### config.mk
export PLATFORM = sky130hd
export DESIGN_NAME = battery_power_state_tracker_unit_flat
export DESIGN_NICKNAME = d
export VERILOG_FILES = /design/src/rtl/bpst_pkg.sv /design/src/rtl/bpst_if.sv /design/src/rtl/battery_power_state_tracker_unit.sv /design/src/rtl/bpst_step.sv /design/src/flat_wrapper.sv
export SDC_FILE = /design/constraint.sdc
export NUM_CORES = 1
export LEC_CHECK = 0
export BUFFER_PORTS_ARGS = -buffer_cell sky130_fd_sc_hd__buf_2
export CAP_MARGIN = 20
export CORE_UTILIZATION = 40
export CTS_CLUSTER_DIAMETER = 50
export CTS_CLUSTER_SIZE = 30
export DETAILED_ROUTE_END_ITERATION = 10
export SLEW_MARGIN = 10
export SYNTH_ARGS = -nofsm -noshare
export SYNTH_HDL_FRONTEND = slang
export SYNTH_SLANG_ARGS = --single-unit
### constraint.sdc
create_clock -name clk -period 10.5 [get_ports clk]
set_input_delay 1.575 -clock clk [delete_from_list [all_inputs] [get_ports clk]]
set_output_delay 1.575 -clock clk [all_outputs]
set_load 0.1 [all_outputs]
### src/rtl/bpst_pkg.sv
`timescale 1ns / 1ps

package bpst_pkg;

    // configuration port geometry
    localparam int unsigned ADDR_W = 5;
    localparam int unsigned DATA_W = 32;

    // register map, index = paddr[4:2]
    typedef enum logic [2:0] {
        REG_MAINS_LIMIT   = 3'd0,
        REG_POWER_DB      = 3'd1,
        REG_MISSING_DB    = 3'd2,
        REG_FREEZE        = 3'd3,
        REG_DROP          = 3'd4,
        REG_RISE_BATT     = 3'd5,
        REG_RISE_MAINS    = 3'd6,
        REG_MISSING_LIMIT = 3'd7
    } bpst_reg_t;

    // register reset values
    localparam logic signed [15:0] RST_MAINS_LIMIT   = 16'sd50;
    localparam logic [31:0]        RST_POWER_DB      = 32'd1200;
    localparam logic [31:0]        RST_MISSING_DB    = 32'd3000;
    localparam logic [31:0]        RST_FREEZE        = 32'd10000;
    localparam logic [31:0]        RST_DROP          = 32'd120000;
    localparam logic [31:0]        RST_RISE_BATT     = 32'd300000;
    localparam logic [31:0]        RST_RISE_MAINS    = 32'd20000;
    localparam logic [14:0]        RST_MISSING_LIMIT = 15'd120;

    // percent limits
    localparam logic signed [7:0] LEVEL_MAX         = 8'sd100;
    localparam logic signed [7:0] LEVEL_MISSING_MAX = 8'sd1;
    localparam logic signed [7:0] NO_PERCENT        = -8'sd1;

    typedef struct packed {
        logic signed [15:0] mains_limit;
        logic [31:0]        power_db;
        logic [31:0]        missing_db;
        logic [31:0]        freeze;
        logic [31:0]        drop;
        logic [31:0]        rise_batt;
        logic [31:0]        rise_mains;
        logic [14:0]        missing_limit;
    } bpst_cfg_t;

    typedef struct packed {
        logic               started;
        logic               mains_flag;
        logic               power_cand_flag;
        logic [31:0]        power_cand_time;
        logic               absent_started;
        logic               absent_cand_flag;
        logic [31:0]        absent_cand_time;
        logic               absent_flag;
        logic               shown_started;
        logic [6:0]         shown_level;
        logic [31:0]        last_step_time;
        logic [31:0]        freeze_until;
    } bpst_state_t;

    typedef struct packed {
        logic [31:0]        time_ms;
        logic signed [7:0]  gauge_level;
        logic signed [15:0] battery_current_ma;
    } bpst_sample_t;

    typedef struct packed {
        logic               mains_powered;
        logic               battery_absent;
        logic               shown_valid;
        logic signed [7:0]  shown_percent;
        logic signed [7:0]  gauge_percent;
    } bpst_result_t;

endpackage

### src/rtl/bpst_if.sv
`timescale 1ns / 1ps

// gauge sample channel
interface bpst_sample_if;
    logic               valid;
    logic               ready;
    logic [31:0]        time_ms;
    logic signed [7:0]  gauge_level;
    logic signed [15:0] battery_current_ma;

    modport source (output valid, output time_ms, output gauge_level,
                    output battery_current_ma, input ready);
    modport sink   (input valid, input time_ms, input gauge_level,
                    input battery_current_ma, output ready);
endinterface

// tracker result channel
interface bpst_result_if;
    logic               valid;
    logic               ready;
    logic               mains_powered;
    logic               battery_absent;
    logic               shown_valid;
    logic signed [7:0]  shown_percent;
    logic signed [7:0]  gauge_percent;

    modport source (output valid, output mains_powered, output battery_absent,
                    output shown_valid, output shown_percent, output gauge_percent,
                    input ready);
    modport sink   (input valid, input mains_powered, input battery_absent,
                    input shown_valid, input shown_percent, input gauge_percent,
                    output ready);
endinterface

### src/rtl/battery_power_state_tracker_unit.sv
`timescale 1ns / 1ps
// channel   | dir | transfer content
// ----------+-----+--------------------------------------------------------------
// sample    | in  | time_ms, gauge_level, battery_current_ma
// result    | out | mains_powered, battery_absent, shown_valid, shown_percent,
//           |     | gauge_percent
// apb       | in  | eight configuration registers at byte address 4*index
//
// one result per sample, carried by the input register, then by the result register
// a new sample is taken every cycle unless the result stalls; the two registers form
// a two-stage pipeline, and the single update stage sets the rate
// tracker state advances when a sample moves from the input register to the result
// register, so the next sample always sees the updated state
// a stalled result holds both stages; sample.ready drops only when both are full
// rst_n clears all tracker state and loads the register defaults

module battery_power_state_tracker_unit (
    input  logic                          clk,
    input  logic                          rst_n,
    bpst_sample_if.sink                   sample,
    bpst_result_if.source                 result,
    input  logic                          psel,
    input  logic                          penable,
    input  logic                          pwrite,
    input  logic [bpst_pkg::ADDR_W-1:0]   paddr,
    input  logic [bpst_pkg::DATA_W-1:0]   pwdata,
    output logic [bpst_pkg::DATA_W-1:0]   prdata,
    output logic                          pready
);

    bpst_pkg::bpst_cfg_t    cfg_reg;
    bpst_pkg::bpst_state_t  st_reg;
    bpst_pkg::bpst_state_t  st_next;
    bpst_pkg::bpst_sample_t smp_reg;
    bpst_pkg::bpst_result_t res_reg;
    bpst_pkg::bpst_result_t res_next;
    bpst_pkg::bpst_reg_t    reg_sel;
    logic                   in_full_reg;
    logic                   out_full_reg;
    logic                   advance;
    logic                   cfg_write;

    // pipeline control
    assign advance      = in_full_reg && (!out_full_reg || result.ready);
    assign sample.ready = !in_full_reg || advance;

    // configuration port
    assign pready    = 1'b1;
    assign cfg_write = psel && penable && pwrite;
    assign reg_sel   = bpst_pkg::bpst_reg_t'(paddr[4:2]);

    always_ff @(posedge clk or negedge rst_n)
    begin
        if (!rst_n)
        begin
            cfg_reg.mains_limit   <= bpst_pkg::RST_MAINS_LIMIT;
            cfg_reg.power_db      <= bpst_pkg::RST_POWER_DB;
            cfg_reg.missing_db    <= bpst_pkg::RST_MISSING_DB;
            cfg_reg.freeze        <= bpst_pkg::RST_FREEZE;
            cfg_reg.drop          <= bpst_pkg::RST_DROP;
            cfg_reg.rise_batt     <= bpst_pkg::RST_RISE_BATT;
            cfg_reg.rise_mains    <= bpst_pkg::RST_RISE_MAINS;
            cfg_reg.missing_limit <= bpst_pkg::RST_MISSING_LIMIT;
        end
        else if (cfg_write)
        begin
            case (reg_sel)
                bpst_pkg::REG_MAINS_LIMIT:   cfg_reg.mains_limit   <= pwdata[15:0];
                bpst_pkg::REG_POWER_DB:      cfg_reg.power_db      <= pwdata;
                bpst_pkg::REG_MISSING_DB:    cfg_reg.missing_db    <= pwdata;
                bpst_pkg::REG_FREEZE:        cfg_reg.freeze        <= pwdata;
                bpst_pkg::REG_DROP:          cfg_reg.drop          <= pwdata;
                bpst_pkg::REG_RISE_BATT:     cfg_reg.rise_batt     <= pwdata;
                bpst_pkg::REG_RISE_MAINS:    cfg_reg.rise_mains    <= pwdata;
                bpst_pkg::REG_MISSING_LIMIT: cfg_reg.missing_limit <= pwdata[14:0];
                default:                     cfg_reg.freeze        <= cfg_reg.freeze;
            endcase
        end
    end

    // register readback
    always_comb
    begin
        case (reg_sel)
            bpst_pkg::REG_MAINS_LIMIT:   prdata = {16'd0, cfg_reg.mains_limit};
            bpst_pkg::REG_POWER_DB:      prdata = cfg_reg.power_db;
            bpst_pkg::REG_MISSING_DB:    prdata = cfg_reg.missing_db;
            bpst_pkg::REG_FREEZE:        prdata = cfg_reg.freeze;
            bpst_pkg::REG_DROP:          prdata = cfg_reg.drop;
            bpst_pkg::REG_RISE_BATT:     prdata = cfg_reg.rise_batt;
            bpst_pkg::REG_RISE_MAINS:    prdata = cfg_reg.rise_mains;
            bpst_pkg::REG_MISSING_LIMIT: prdata = {17'd0, cfg_reg.missing_limit};
            default:                     prdata = '0;
        endcase
    end

    // input register
    always_ff @(posedge clk or negedge rst_n)
    begin
        if (!rst_n)
        begin
            in_full_reg <= 1'b0;
        end
        else if (sample.ready)
        begin
            in_full_reg <= sample.valid;
        end
    end

    always_ff @(posedge clk)
    begin
        if (sample.ready && sample.valid)
        begin
            smp_reg.time_ms            <= sample.time_ms;
            smp_reg.gauge_level        <= sample.gauge_level;
            smp_reg.battery_current_ma <= sample.battery_current_ma;
        end
    end

    // update stage
    bpst_step u_step (
        .cfg     (cfg_reg),
        .st      (st_reg),
        .smp     (smp_reg),
        .st_next (st_next),
        .res     (res_next)
    );

    // tracker state
    always_ff @(posedge clk or negedge rst_n)
    begin
        if (!rst_n)
        begin
            st_reg <= '0;
        end
        else if (advance)
        begin
            st_reg <= st_next;
        end
    end

    // result register
    always_ff @(posedge clk or negedge rst_n)
    begin
        if (!rst_n)
        begin
            out_full_reg <= 1'b0;
        end
        else if (advance)
        begin
            out_full_reg <= 1'b1;
        end
        else if (result.ready)
        begin
            out_full_reg <= 1'b0;
        end
    end

    always_ff @(posedge clk)
    begin
        if (advance)
        begin
            res_reg <= res_next;
        end
    end

    assign result.valid          = out_full_reg;
    assign result.mains_powered  = res_reg.mains_powered;
    assign result.battery_absent = res_reg.battery_absent;
    assign result.shown_valid    = res_reg.shown_valid;
    assign result.shown_percent  = res_reg.shown_percent;
    assign result.gauge_percent  = res_reg.gauge_percent;

    // checks
    a_shown_not_absent: assert property (@(posedge clk) disable iff (!rst_n)
        result.valid |-> !(result.shown_valid && result.battery_absent))
        else $error("shown percent valid while battery absent");

    a_shown_range: assert property (@(posedge clk) disable iff (!rst_n)
        result.valid |-> (result.shown_valid
            ? (result.shown_percent >= 8'sd0 && result.shown_percent <= bpst_pkg::LEVEL_MAX)
            : (result.shown_percent == bpst_pkg::NO_PERCENT)))
        else $error("shown percent out of range");

    a_level_bound: assert property (@(posedge clk) disable iff (!rst_n)
        st_reg.shown_level <= bpst_pkg::LEVEL_MAX[6:0])
        else $error("tracked level above full scale");

    a_stall_blocks: assert property (@(posedge clk) disable iff (!rst_n)
        (in_full_reg && out_full_reg && !result.ready) |-> !sample.ready)
        else $error("sample taken while pipeline is full and stalled");

    a_state_held: assert property (@(posedge clk) disable iff (!rst_n)
        !$past(advance) |-> $stable(st_reg))
        else $error("tracker state changed without a sample");

endmodule

### src/rtl/bpst_step.sv
`timescale 1ns / 1ps

// next state and result for one gauge sample
module bpst_step (
    input  bpst_pkg::bpst_cfg_t    cfg,
    input  bpst_pkg::bpst_state_t  st,
    input  bpst_pkg::bpst_sample_t smp,
    output bpst_pkg::bpst_state_t  st_next,
    output bpst_pkg::bpst_result_t res
);

    logic        on_mains;
    logic        freeze_load;
    logic [31:0] power_elapsed;
    logic [31:0] absent_elapsed;
    logic [31:0] step_elapsed;
    logic [31:0] freeze_diff;
    logic [31:0] freeze_neg;
    logic        frozen;
    logic        level_ok;
    logic        level_low;
    logic [16:0] cur_mag;
    logic        absent_raw;
    logic [6:0]  target;
    logic [31:0] rise_need;
    logic        shown_ok;

    assign on_mains       = smp.battery_current_ma <= cfg.mains_limit;
    assign power_elapsed  = smp.time_ms - st.power_cand_time;
    assign absent_elapsed = smp.time_ms - st.absent_cand_time;
    assign step_elapsed   = smp.time_ms - st.last_step_time;
    assign freeze_diff    = smp.time_ms - st.freeze_until;
    assign freeze_neg     = 32'd0 - cfg.freeze;

    assign level_ok  = (smp.gauge_level >= 8'sd0) && (smp.gauge_level <= bpst_pkg::LEVEL_MAX);
    // negative levels clamp to zero, so a signed compare covers the clamp
    assign level_low = smp.gauge_level <= bpst_pkg::LEVEL_MISSING_MAX;
    assign cur_mag   = smp.battery_current_ma[15]
                       ? 17'd0 - {smp.battery_current_ma[15], smp.battery_current_ma}
                       : {1'b0, smp.battery_current_ma};
    assign target    = smp.gauge_level[6:0];

    always_comb
    begin
        st_next     = st;
        freeze_load = 1'b0;

        // power source debounce
        if (!st.started)
        begin
            st_next.started         = 1'b1;
            st_next.mains_flag      = on_mains;
            st_next.power_cand_flag = on_mains;
            st_next.power_cand_time = smp.time_ms;
            freeze_load             = 1'b1;
        end
        else if (on_mains != st.mains_flag)
        begin
            if (on_mains != st.power_cand_flag)
            begin
                st_next.power_cand_flag = on_mains;
                st_next.power_cand_time = smp.time_ms;
            end
            else if (power_elapsed >= cfg.power_db)
            begin
                st_next.mains_flag = st.power_cand_flag;
                freeze_load        = 1'b1;
            end
        end
        else
        begin
            st_next.power_cand_flag = on_mains;
            st_next.power_cand_time = smp.time_ms;
        end

        if (freeze_load)
        begin
            st_next.freeze_until = smp.time_ms + cfg.freeze;
        end

        // missing battery debounce
        absent_raw = st_next.mains_flag && level_low && (cur_mag <= {2'b00, cfg.missing_limit});
        if (!st.absent_started)
        begin
            st_next.absent_started   = 1'b1;
            st_next.absent_flag      = absent_raw;
            st_next.absent_cand_flag = absent_raw;
            st_next.absent_cand_time = smp.time_ms;
        end
        else if (absent_raw != st.absent_cand_flag)
        begin
            st_next.absent_cand_flag = absent_raw;
            st_next.absent_cand_time = smp.time_ms;
        end
        else if ((st.absent_cand_flag != st.absent_flag) && (absent_elapsed >= cfg.missing_db))
        begin
            st_next.absent_flag = st.absent_cand_flag;
        end

        // a freshly loaded window ends at now + freeze
        frozen    = freeze_load ? freeze_neg[31] : freeze_diff[31];
        rise_need = st_next.mains_flag ? cfg.rise_mains : cfg.rise_batt;

        // displayed percent rate limiter
        if (!st.shown_started && level_ok)
        begin
            st_next.shown_started  = 1'b1;
            st_next.shown_level    = target;
            st_next.last_step_time = smp.time_ms;
        end
        else if (st.shown_started && level_ok && !st_next.absent_flag && !frozen)
        begin
            if (target < st.shown_level)
            begin
                if (!st_next.mains_flag && (step_elapsed >= cfg.drop))
                begin
                    st_next.shown_level    = st.shown_level - 7'd1;
                    st_next.last_step_time = smp.time_ms;
                end
            end
            else if (target > st.shown_level)
            begin
                if (step_elapsed >= rise_need)
                begin
                    st_next.shown_level    = st.shown_level + 7'd1;
                    st_next.last_step_time = smp.time_ms;
                end
            end
        end

        // result fields
        shown_ok           = st_next.shown_started && !st_next.absent_flag;
        res.mains_powered  = st_next.mains_flag;
        res.battery_absent = st_next.absent_flag;
        res.shown_valid    = shown_ok;
        res.shown_percent  = shown_ok ? $signed({1'b0, st_next.shown_level})
                                      : bpst_pkg::NO_PERCENT;
        res.gauge_percent  = level_ok ? smp.gauge_level : bpst_pkg::NO_PERCENT;
    end

endmodule
### src/flat_wrapper.sv
// flat-port wrapper written by rule: the top's interface ports become plain ports
module battery_power_state_tracker_unit_flat 
  (clk, rst_n, psel, penable, pwrite, paddr, pwdata, prdata, pready, sample_valid, sample_time_ms, sample_gauge_level, sample_battery_current_ma, sample_ready, result_valid, result_mains_powered, result_battery_absent, result_shown_valid, result_shown_percent, result_gauge_percent, result_ready);
  bpst_sample_if sample_i ();
  bpst_result_if result_i ();
  input  logic clk;
  input  logic rst_n;
  input  logic psel;
  input  logic penable;
  input  logic pwrite;
  input  logic [bpst_pkg::ADDR_W-1:0] paddr;
  input  logic [bpst_pkg::DATA_W-1:0] pwdata;
  output logic [bpst_pkg::DATA_W-1:0] prdata;
  output logic pready;
  input wire logic [$bits(sample_i.valid)-1:0] sample_valid;
  input wire logic [$bits(sample_i.time_ms)-1:0] sample_time_ms;
  input wire logic [$bits(sample_i.gauge_level)-1:0] sample_gauge_level;
  input wire logic [$bits(sample_i.battery_current_ma)-1:0] sample_battery_current_ma;
  output wire logic [$bits(sample_i.ready)-1:0] sample_ready;
  output wire logic [$bits(result_i.valid)-1:0] result_valid;
  output wire logic [$bits(result_i.mains_powered)-1:0] result_mains_powered;
  output wire logic [$bits(result_i.battery_absent)-1:0] result_battery_absent;
  output wire logic [$bits(result_i.shown_valid)-1:0] result_shown_valid;
  output wire logic [$bits(result_i.shown_percent)-1:0] result_shown_percent;
  output wire logic [$bits(result_i.gauge_percent)-1:0] result_gauge_percent;
  input wire logic [$bits(result_i.ready)-1:0] result_ready;
  assign sample_i.valid = sample_valid;
  assign sample_i.time_ms = sample_time_ms;
  assign sample_i.gauge_level = sample_gauge_level;
  assign sample_i.battery_current_ma = sample_battery_current_ma;
  assign sample_ready = sample_i.ready;
  assign result_valid = result_i.valid;
  assign result_mains_powered = result_i.mains_powered;
  assign result_battery_absent = result_i.battery_absent;
  assign result_shown_valid = result_i.shown_valid;
  assign result_shown_percent = result_i.shown_percent;
  assign result_gauge_percent = result_i.gauge_percent;
  assign result_i.ready = result_ready;
  battery_power_state_tracker_unit u_core (.clk(clk), .rst_n(rst_n), .sample(sample_i), .result(result_i), .psel(psel), .penable(penable), .pwrite(pwrite), .paddr(paddr), .pwdata(pwdata), .prdata(prdata), .pready(pready));
endmodule
==> results of run 1 <==
synthesized netlist by cell type (13+ instances only):
| cell | n |
|---|---|
| dfrtp_1 | 323 |
| ha_1 | 323 |
| nand2_1 | 312 |
| inv_1 | 300 |
| o21ai_0 | 298 |
| a21oi_1 | 159 |
| nor2_1 | 147 |
| mux2_2 | 114 |
| xnor2_1 | 93 |
| a21o_1 | 85 |
| edfxtp_1 | 75 |
| clkbuf_1 | 71 |
| a22oi_1 | 60 |
| nand3_1 | 54 |
| nor3_1 | 50 |
| mux2i_1 | 49 |
| dfstp_2 | 43 |
| xor2_1 | 39 |
| nand4_1 | 33 |
| nand2b_1 | 29 |
| mux2_4 | 28 |
| nor2b_1 | 22 |
| o21a_1 | 22 |
| a211oi_1 | 19 |
| o21bai_1 | 18 |
| a31oi_1 | 15 |
| nor4_1 | 13 |
| o211ai_1 | 13 |
| o31ai_1 | 13 |
worst paths after layout:
path / startpoint / endpoint / slack [ps] / depth (start not counted)
worst max-delay path: u_core.smp_reg[24] / u_core.st_reg[34] / 1240 / 35
worst min-delay path: u_core.st_reg[5] / u_core.st_reg[5] / 480 / 2
worst max register to register: u_core.smp_reg[24] / u_core.st_reg[34] / 1240 / 35
worst min register to register: u_core.st_reg[5] / u_core.st_reg[5] / 480 / 2
max in group asynchronous: rst_n / u_core.st_reg[0] / 8010 / 2
min in group asynchronous: rst_n / u_core.cfg_reg[43] / 980 / 1
area by class of cell:
class	count	share of cell area
Multi-Input combinational cell	2204	0.491
Sequential cell	441	0.347
Clock buffer	67	0.0460
Tap cell	950	0.0360
Inverter	303	0.0344
Timing Repair Buffer	182	0.0315
Clock inverter	39	0.0135
Antenna cell	5	0.000379
metrics by stage:
step | setup WS (ps) | total power, mW | utilization | cell area, um^2 | hold slack [ps]
5_1_grt | 742 | 9.86 | 0.459 | 33000 | 501
3_5_place_dp | 1250 | 7.10 | 0.432 | 31000 | 473
4_1_cts | 1240 | 9.17 | 0.459 | 33000 | 485
2_1_floorplan | 2730 | 5.84 | - | 29200 | 443
3_3_place_gp | 1310 | 7.02 | 0.432 | 31000 | 462
6_report | 1240 | 9.15 | 0.460 | 33000 | 478
critical path: cells and delay by family, from the launching register on:
kind / cells / cell delay (ps)
AOI/OAI and AO/OA: 16 / 4100
and+or+nand+nor: 7 / 1580
adders and majority gates: 4 / 1220
buffers and inverters: 5 / 980
muxes: 2 / 530
DFF: 1 / 490
xor gates and xnor gates: 1 / 180
kinds of logic (layout without fill, tap and decap cells):
logic type,count (synthesis),after routing,share of synthesized area
adder cells (fa/ha/maj),327,327,0.141
AND/OR/NAND/NOR,724,724,0.113
buffers and inverters,395,591,0.0529
multiplexers,199,199,0.0814
other,1,6,0.000129
flip-flops,441,441,0.393
XOR/XNOR,132,132,0.0396
AO/OA/AOI/OAI,821,821,0.178
power groups by stage:
stage	registers, mW	logic [mW]	clock network [mW]
after detailed placement	2.56	4.54	0
after CTS	2.53	4.57	2.07
after floorplan	2.48	3.36	0
after global placement	2.55	4.48	0
final	2.53	4.59	2.02
after global routing	2.58	5.14	2.13
metal layers:
metal,routed length (um),track usage
met1,39800,0.321
met4,2260,0.0640
met5,0,0
met3,4320,0.0314
met2,37500,0.358
==> results.toml, run 1 <==
[status]
status = "completed"

[flow_run]
maxCapViolCount = 0

[global_routing]
antenna_found_initial = 8
grtUsageTotal = 0.226
grt_max_degree = 147
grt_pass1_wl_um = 129000
grt_pass1_vias = 22200
grt_remaining_overflow = 0

[timing]
min_period_over_period = 0.882
clock_skew_ps = 48.7
hold_viol_final = 0
worst_pin_slew_ps = 971
tns_ps = 0
layout_min_cycle_time_ps = 9260
final-setup-viol-count = 0
rsz0062_at_grt = "no"
relSlewSlack = 0.353
slew_violations = 0
fmax_mhz = 108

[logic_synthesis]
yosys-top-cells-area = "dfrtp_1 (28%), ha_1 (14%), edfxtp_1 (7.7%)"
synth_edf_count = 75
ys_seq_area_frac = 0.393
postSynthNetCount = 3467
synthFlopType = "dfrtp_1"
yosysUniqueCellTypes = 85
yosys.area.top_type = "dfrtp_1"
ys_warn_count = 0
async_reset_ff_frac = 0.830
postSynthCellCount = 3040
syn_area_um2 = 29200
yosysTopAreaCellShare = 0.277
ys_ff_latch = 441
syn_area_per_cell_um2 = 9.59

[routing]
wl_per_cell_um = 20.0
drt_drc_violations_left = 0
wl_um = 83900
num_vias = 22900
avgViaCountPerCell = 5.46
postRouteAntennaNets = 0
drtPass1Iterations = 5
drtIter0Drc = 1574

[power_and_ir_drop]
combPwrFrac = 0.502
powerDensity_nw_per_um2 = 277
p_sw_mw = 3.95
p_int_mw = 5.20
ir_drop_v = 0.000152
p_leak_nw = 15.2
sequentialPowerShare = 0.277
p_sw_frac = 0.432
p_clk_frac = 0.221

[min_path]
min_path_type = "flip-flop to flip-flop"

[critical_path]
path_class = "flip-flop to flip-flop"
cp_max_fo = 33
start_kind = "flip-flop"
required_ps = 11000
crit_arrival_ps = 9760
endpoint_kind = "flip-flop"
cp_slowest_cell = "or4_1"
cpPeakStageDelay_ps = 600
critPathMostFrequentCell = "ha_1"

[clocking]
path_clk_slew_ps = 60
clock_sinks = 441
clockBufferDepth = 3
cts_buffers = 56
root_buffer = "clkbuf_16"
cts_setup_buffers = 0
post_cts_resized = 0
clock_latency_ps = 640
cts_htree_levels = 2
hold_buffers = 0
cts_tree = "done"

[floorplan]
die_area_um2 = 74000
core-area_um2 = 71900
initial_core_util = 0.406
io_pins = 154
rows = 98
die_height_um = 272
fp.dieW_um = 272

[cells_and_area]
fin_nets = 3615
fillCellCount = 6942
multi_input_area_um2 = 16200
syn_to_final_growth_pct = 13.2
finalNonFillerCells = 4191
largest_register_ffs = 223
layout-drive-gt1-share = 0.159
seq_area_um2 = 11500
mostFrequentLayoutCells = "ha_1 (323), dfrtp_1 (323), nand2_1 (311), inv_1 (300), o21ai_0 (298)"

[placed_design]
place.gp.congestion = 0.912
dpl.cell_count = 4080
place_hpwl_um = 63600
io_buffers = 150
(Power assumes the default switching activity.)
==> run 2: changes to the inputs <==
--- a/config.mk
+++ b/config.mk
@@ -11,7 +11,7 @@
 export CTS_CLUSTER_DIAMETER = 50
 export CTS_CLUSTER_SIZE = 30
 export DETAILED_ROUTE_END_ITERATION = 10
-export SLEW_MARGIN = 10
+export PLACE_DENSITY = 0.56
 export SYNTH_ARGS = -nofsm -noshare
 export SYNTH_HDL_FRONTEND = slang
 export SYNTH_SLANG_ARGS = --single-unit
==> run 2 against run 1 <==
Effect of this change:
- count of clock-buffer cells in the layout rose by 14
- combinational power rose by 3%
- maximum frequency fell by 2.9%
- critical path depth fell by 1
- wire length rose by 8.1%
- total power rose by 6.2%
- highest routed layer unchanged
==> results.toml, run 2 (synthesis results as in run 1) <==
[routing]
avgViaCountPerCell = 5.60
num_vias = 23600
wl_um = 90700
drtIter0Drc = 1610
postRouteAntennaNets = 0
drtPass1Iterations = 7
drt_drc_violations_left = 0
wl_per_cell_um = 21.5

[status]
status = "completed"

[timing]
tns_ps = 0
worst_pin_slew_ps = 1010
final-setup-viol-count = 0
layout_min_cycle_time_ps = 9540
fmax_mhz = 105
slew_violations = 0
worst_hold_slack_ps = 478
rsz0062_at_grt = "no"
clock_skew_ps = 26.4
min_period_over_period = 0.908
relSlewSlack = 0.326
hold_viol_final = 0

[clocking]
root_buffer = "clkbuf_16"
clock_latency_ps = 620
clock_sinks = 441
cts_tree = "done"
clockBufferDepth = 3
post_cts_resized = 0
cts_htree_levels = 3
hold_buffers = 0
path_clk_slew_ps = 60
cts_setup_buffers = 0
cts_buffers = 71

[critical_path]
cp_max_fo = 32
required_ps = 10870
critPathTopFamily = "compound AO/OA/AOI/OAI gates"
critPathMostFrequentCell = "ha_1"
path_class = "flip-flop to flip-flop"
cpPeakStageDelay_ps = 590
cp_num_buf_inv = 5
cp_slowest_cell = "or4_1"
endpoint_kind = "flip-flop"
crit_arrival_ps = 9910
start_kind = "flip-flop"

[placed_design]
placed_area_um2 = 31000
place_hpwl_um = 69200
place.gp.congestion = 0.919
io_buffers = 150

[power_and_ir_drop]
sequentialPowerShare = 0.262
p_leak_nw = 15.5
power_mw = 9.72
p_sw_frac = 0.427
p_clk_frac = 0.252
ir_drop_v = 0.000150
p_sw_mw = 4.15
powerDensity_nw_per_um2 = 290
combPwrFrac = 0.486
p_int_mw = 5.57

[global_routing]
grt_max_degree = 121
grt_pass1_vias = 23400
grt_remaining_overflow = 0
antenna_found_initial = 1
grt_pass1_wl_um = 138000
grtUsageTotal = 0.244

[cells_and_area]
final_area_um2 = 33500
mostFrequentLayoutCells = "ha_1 (323), dfrtp_1 (323), nand2_1 (311), inv_1 (300), o21ai_0 (298)"
fin_util = 0.467
fillCellCount = 6772
fin_nets = 3632
syn_to_final_growth_pct = 14.9
largest_register_ffs = 223
layout-drive-gt1-share = 0.165

[floorplan]
core-area_um2 = 71900
io_pins = 154
fp.dieW_um = 272
rows = 98
die_height_um = 272
initial_core_util = 0.406
die_area_um2 = 74000

[flow_run]
maxCapViolCount = 0

[min_path]
min_path_type = "flip-flop to flip-flop"
==> run 2: cell type report <==
cell class | instances | area (um^2) | area share
inverters | 303 | 1140 | 0.0339
multi-input cells | 2204 | 16200 | 0.484
well taps | 950 | 1190 | 0.0355
diodes | 2 | 5.00 | 0.000149
repair buffers | 184 | 1050 | 0.0313
flip-flops and latches | 441 | 11500 | 0.342
clock inverters | 50 | 602 | 0.0180
clock buffers | 81 | 1860 | 0.0556
==> run 2: tightest hold or removal path, cell delays in order, from the launching register on <==
cell	delay, ps
dfrtp_1	340
nand2_1	40
o21ai_0	60
==> run 2: path summary, 6_finish.rpt <==
path / startpoint / slack (ps) / cells after the start / end
max: u_core.smp_reg[24] / 960 / 34 / u_core.result.shown_percent[3]
min: u_core.st_reg[28] / 480 / 2 / u_core.st_reg[28]
max reg2reg: u_core.smp_reg[24] / 960 / 34 / u_core.result.shown_percent[3]
min reg2reg: u_core.st_reg[28] / 480 / 2 / u_core.st_reg[28]
max in group asynchronous: rst_n / 7200 / 3 / u_core.st_reg[13]
min in group asynchronous: rst_n / 1000 / 1 / u_core.st_reg[71]
==> run 2: through the flow <==
stage | setup slack, ps | std cells
floorplan | 2730 | 3040
global placement | 1190 | 4080
detailed placement | 996 | 4081
CTS | 983 | 4212
global route | 494 | 4214
finish | 962 | 4215
==> run 2: power by group through the flow <==
stage / Clock, mW / Sequential [mW] / Combinational (mW)
after CTS: 2.50 / 2.54 / 4.69
after global routing: 2.57 / 2.60 / 5.25
final: 2.45 / 2.55 / 4.72
after global placement: 0 / 2.55 / 4.53
after floorplan: 0 / 2.48 / 3.36
after detailed placement: 0 / 2.57 / 4.66
==> run 2: layer usage <==
metal	GRT usage	vias to the layer above	part of all wire
met3	0.0272	114	0.046
met5	0	-	0
met1	0.346	11600	0.48
met4	0.0732	0	0.023
li1	-	11200	-
met2	0.391	624	0.46
==> run 3: changes to the inputs <==
--- a/config.mk
+++ b/config.mk
@@ -11,7 +11,7 @@
 export CTS_CLUSTER_DIAMETER = 50
 export CTS_CLUSTER_SIZE = 30
 export DETAILED_ROUTE_END_ITERATION = 10
-export PLACE_DENSITY = 0.56
+export PLACE_DENSITY_LB_ADDON = 0.25
 export SYNTH_ARGS = -nofsm -noshare
 export SYNTH_HDL_FRONTEND = slang
 export SYNTH_SLANG_ARGS = --single-unit
==> run 3 against run 2 <==
Effect of this change:
- sequential power barely moved
- largest power group unchanged
- final area down 1.4%
- total power down 5.2%
- largest cell class unchanged
- non-clock buffer count is 1 higher
- global-route usage is 1.6 points lower
- combinational power decreased by 2%
- wire length down 6.7%
- worst setup slack gained 180 ps
- die area unchanged
- final cell count is 0.57% lower
- sequential cell count did not move
- highest routed layer is now met5
==> results.toml, run 3 (synthesis results as in run 1) <==
[floorplan]
initial_core_util = 0.406
die_height_um = 272
io_pins = 154
fp.dieW_um = 272
core-area_um2 = 71900
rows = 98
die_area_um2 = 74000

[cells_and_area]
mostFrequentLayoutCells = "ha_1 (323), dfrtp_1 (323), nand2_1 (311), inv_1 (300), o21ai_0 (298)"
syn_to_final_growth_pct = 13.3
fillCellCount = 6900
layout-drive-gt1-share = 0.161
fin_nets = 3618
largest_register_ffs = 223
final_area_um2 = 33100
fin_util = 0.460
seq_area_um2 = 11500
multi_input_area_um2 = 16200

[critical_path]
endpoint_kind = "flip-flop"
critPathTopFamily = "compound AO/OA/AOI/OAI gates"
worstRegToRegCells = 31
start_kind = "flip-flop"
r2r_slack_ps = 1140
cp_slowest_cell = "a2111oi_0"
cp_max_fo = 33
critPathMostFrequentCell = "ha_1"
reg2reg_to = "u_core.st_reg[32]"
path_class = "flip-flop to flip-flop"
crit_arrival_ps = 9840
required_ps = 10980
cpPeakStageDelay_ps = 730
r2r_start = "u_core.smp_reg[26]"
cp.depth = 31
cp_num_buf_inv = 3

[routing]
wl_per_cell_um = 20.2
wl_um = 84600
drt-met1-wl_um = 40600
avgViaCountPerCell = 5.46
drtIter0Drc = 1491
num_vias = 22900
met2_length_um = 37600
drt_drc_violations_left = 0
top_layer = "met5"
postRouteAntennaNets = 0
drtPass1Iterations = 7
dr_wl_met3_um = 4230

[clocking]
cts_htree_levels = 2
clock_latency_ps = 620
post_cts_resized = 0
path_clk_slew_ps = 60
cts_tree = "done"
cts_buffers = 56
hold_buffers = 0
clockBufferDepth = 3
root_buffer = "clkbuf_16"
cts_setup_buffers = 0
clock_sinks = 441

[power_and_ir_drop]
power_mw = 9.22
ir_drop_v = 0.000154
powerDensity_nw_per_um2 = 279
p_leak_nw = 15.3

[timing]
clock_skew_ps = 32.1
slew_violations = 0
hold_viol_final = 0
rsz0062_at_grt = "no"
relSlewSlack = 0.344
final-setup-viol-count = 0
tns_ps = 0
fmax_mhz = 107
min_period_over_period = 0.891
layout_min_cycle_time_ps = 9360
worst_hold_slack_ps = 482
worst_pin_slew_ps = 957

[min_path]
whs_endpoint = "u_core.st_reg[28]"
min_path_cells = 2
min_path_type = "flip-flop to flip-flop"
min_from = "u_core.st_reg[28]"

[global_routing]
grt_pass1_vias = 22200
antenna_found_initial = 5
grtUsageTotal = 0.228
grt_remaining_overflow = 0
grt_max_degree = 83
grt_pass1_wl_um = 131000

[placed_design]
placed_area_um2 = 31000
place.gp.congestion = 0.910
io_buffers = 150
place_hpwl_um = 64400

[flow_run]
maxCapViolCount = 0

[status]
status = "completed"
[run 3: changes by cell type in the layout (fill, tap and decap cells not counted), moves of 2 or more]
cell,previous run,this run
buf_4,30,34
clkinv_4,8,6
diode_2,2,4
buf_6,2,0
clkinv_1,4,1
clkbuf_8,5,3
bufinv_16,7,5
inv_8,6,4
clkbuf_1,5,1
clkbuf_16,71,58
[run 3: metal layers]
| layer | global-route usage | vias up |
|---|---|---|
| li1 | - | 11200 |
| met1 | 0.330 | 11000 |
| met2 | 0.359 | 504 |
| met3 | 0.0287 | 115 |
| met4 | 0.0616 | 2 |
| met5 | 0 | - |
[run 3: cell type report]
cell class                      count  share of cell area
Antenna cell                        4            0.000303
Clock buffer                       62              0.0453
Clock inverter                     42              0.0153
Inverter                          303              0.0344
Multi-Input combinational cell   2204               0.491
Sequential cell                   441               0.347
Tap cell                          950              0.0360
Timing Repair Buffer              185              0.0313
[run 3: worst reg2reg max path: cells and delay by family, from the launching register on]
kind	cells	cell delay, ps
compound gates	16	4850
xor+xnor	1	90
fa+ha+maj	3	940
buf+inv	3	780
flops	1	550
mux	2	590
simple gates	6	1440
[run 3: report_power, final]
| group | leakage (nW) | internal (mW) | switching, mW |
|---|---|---|---|
| combinational | 9.21 | 1.85 | 2.76 |
| sequential | 5.08 | 2.22 | 0.323 |
| clock | 0.978 | 1.19 | 0.881 |
[run 3: per-stage QoR]
| step | worst slack [ps] | std cells |
|---|---|---|
| CTS | 1040 | 4187 |
| finish | 1140 | 4191 |
| detailed placement | 1060 | 4083 |
| global route | 476 | 4189 |
| global placement | 1170 | 4083 |
| floorplan | 2730 | 3040 |
[run 3: worst max path at each step]
stage                             startpoint                              to  slack [ps]
after floorplan           u_core.smp_reg[25]               u_core.st_reg[35]        2730
after global placement    u_core.smp_reg[26]               u_core.st_reg[34]        1170
after detailed placement  u_core.smp_reg[26]               u_core.st_reg[32]        1060
after CTS                 u_core.smp_reg[26]               u_core.st_reg[32]        1040
after global routing      u_core.smp_reg[24]  u_core.result.shown_percent[3]         480
final                     u_core.smp_reg[26]               u_core.st_reg[32]        1140
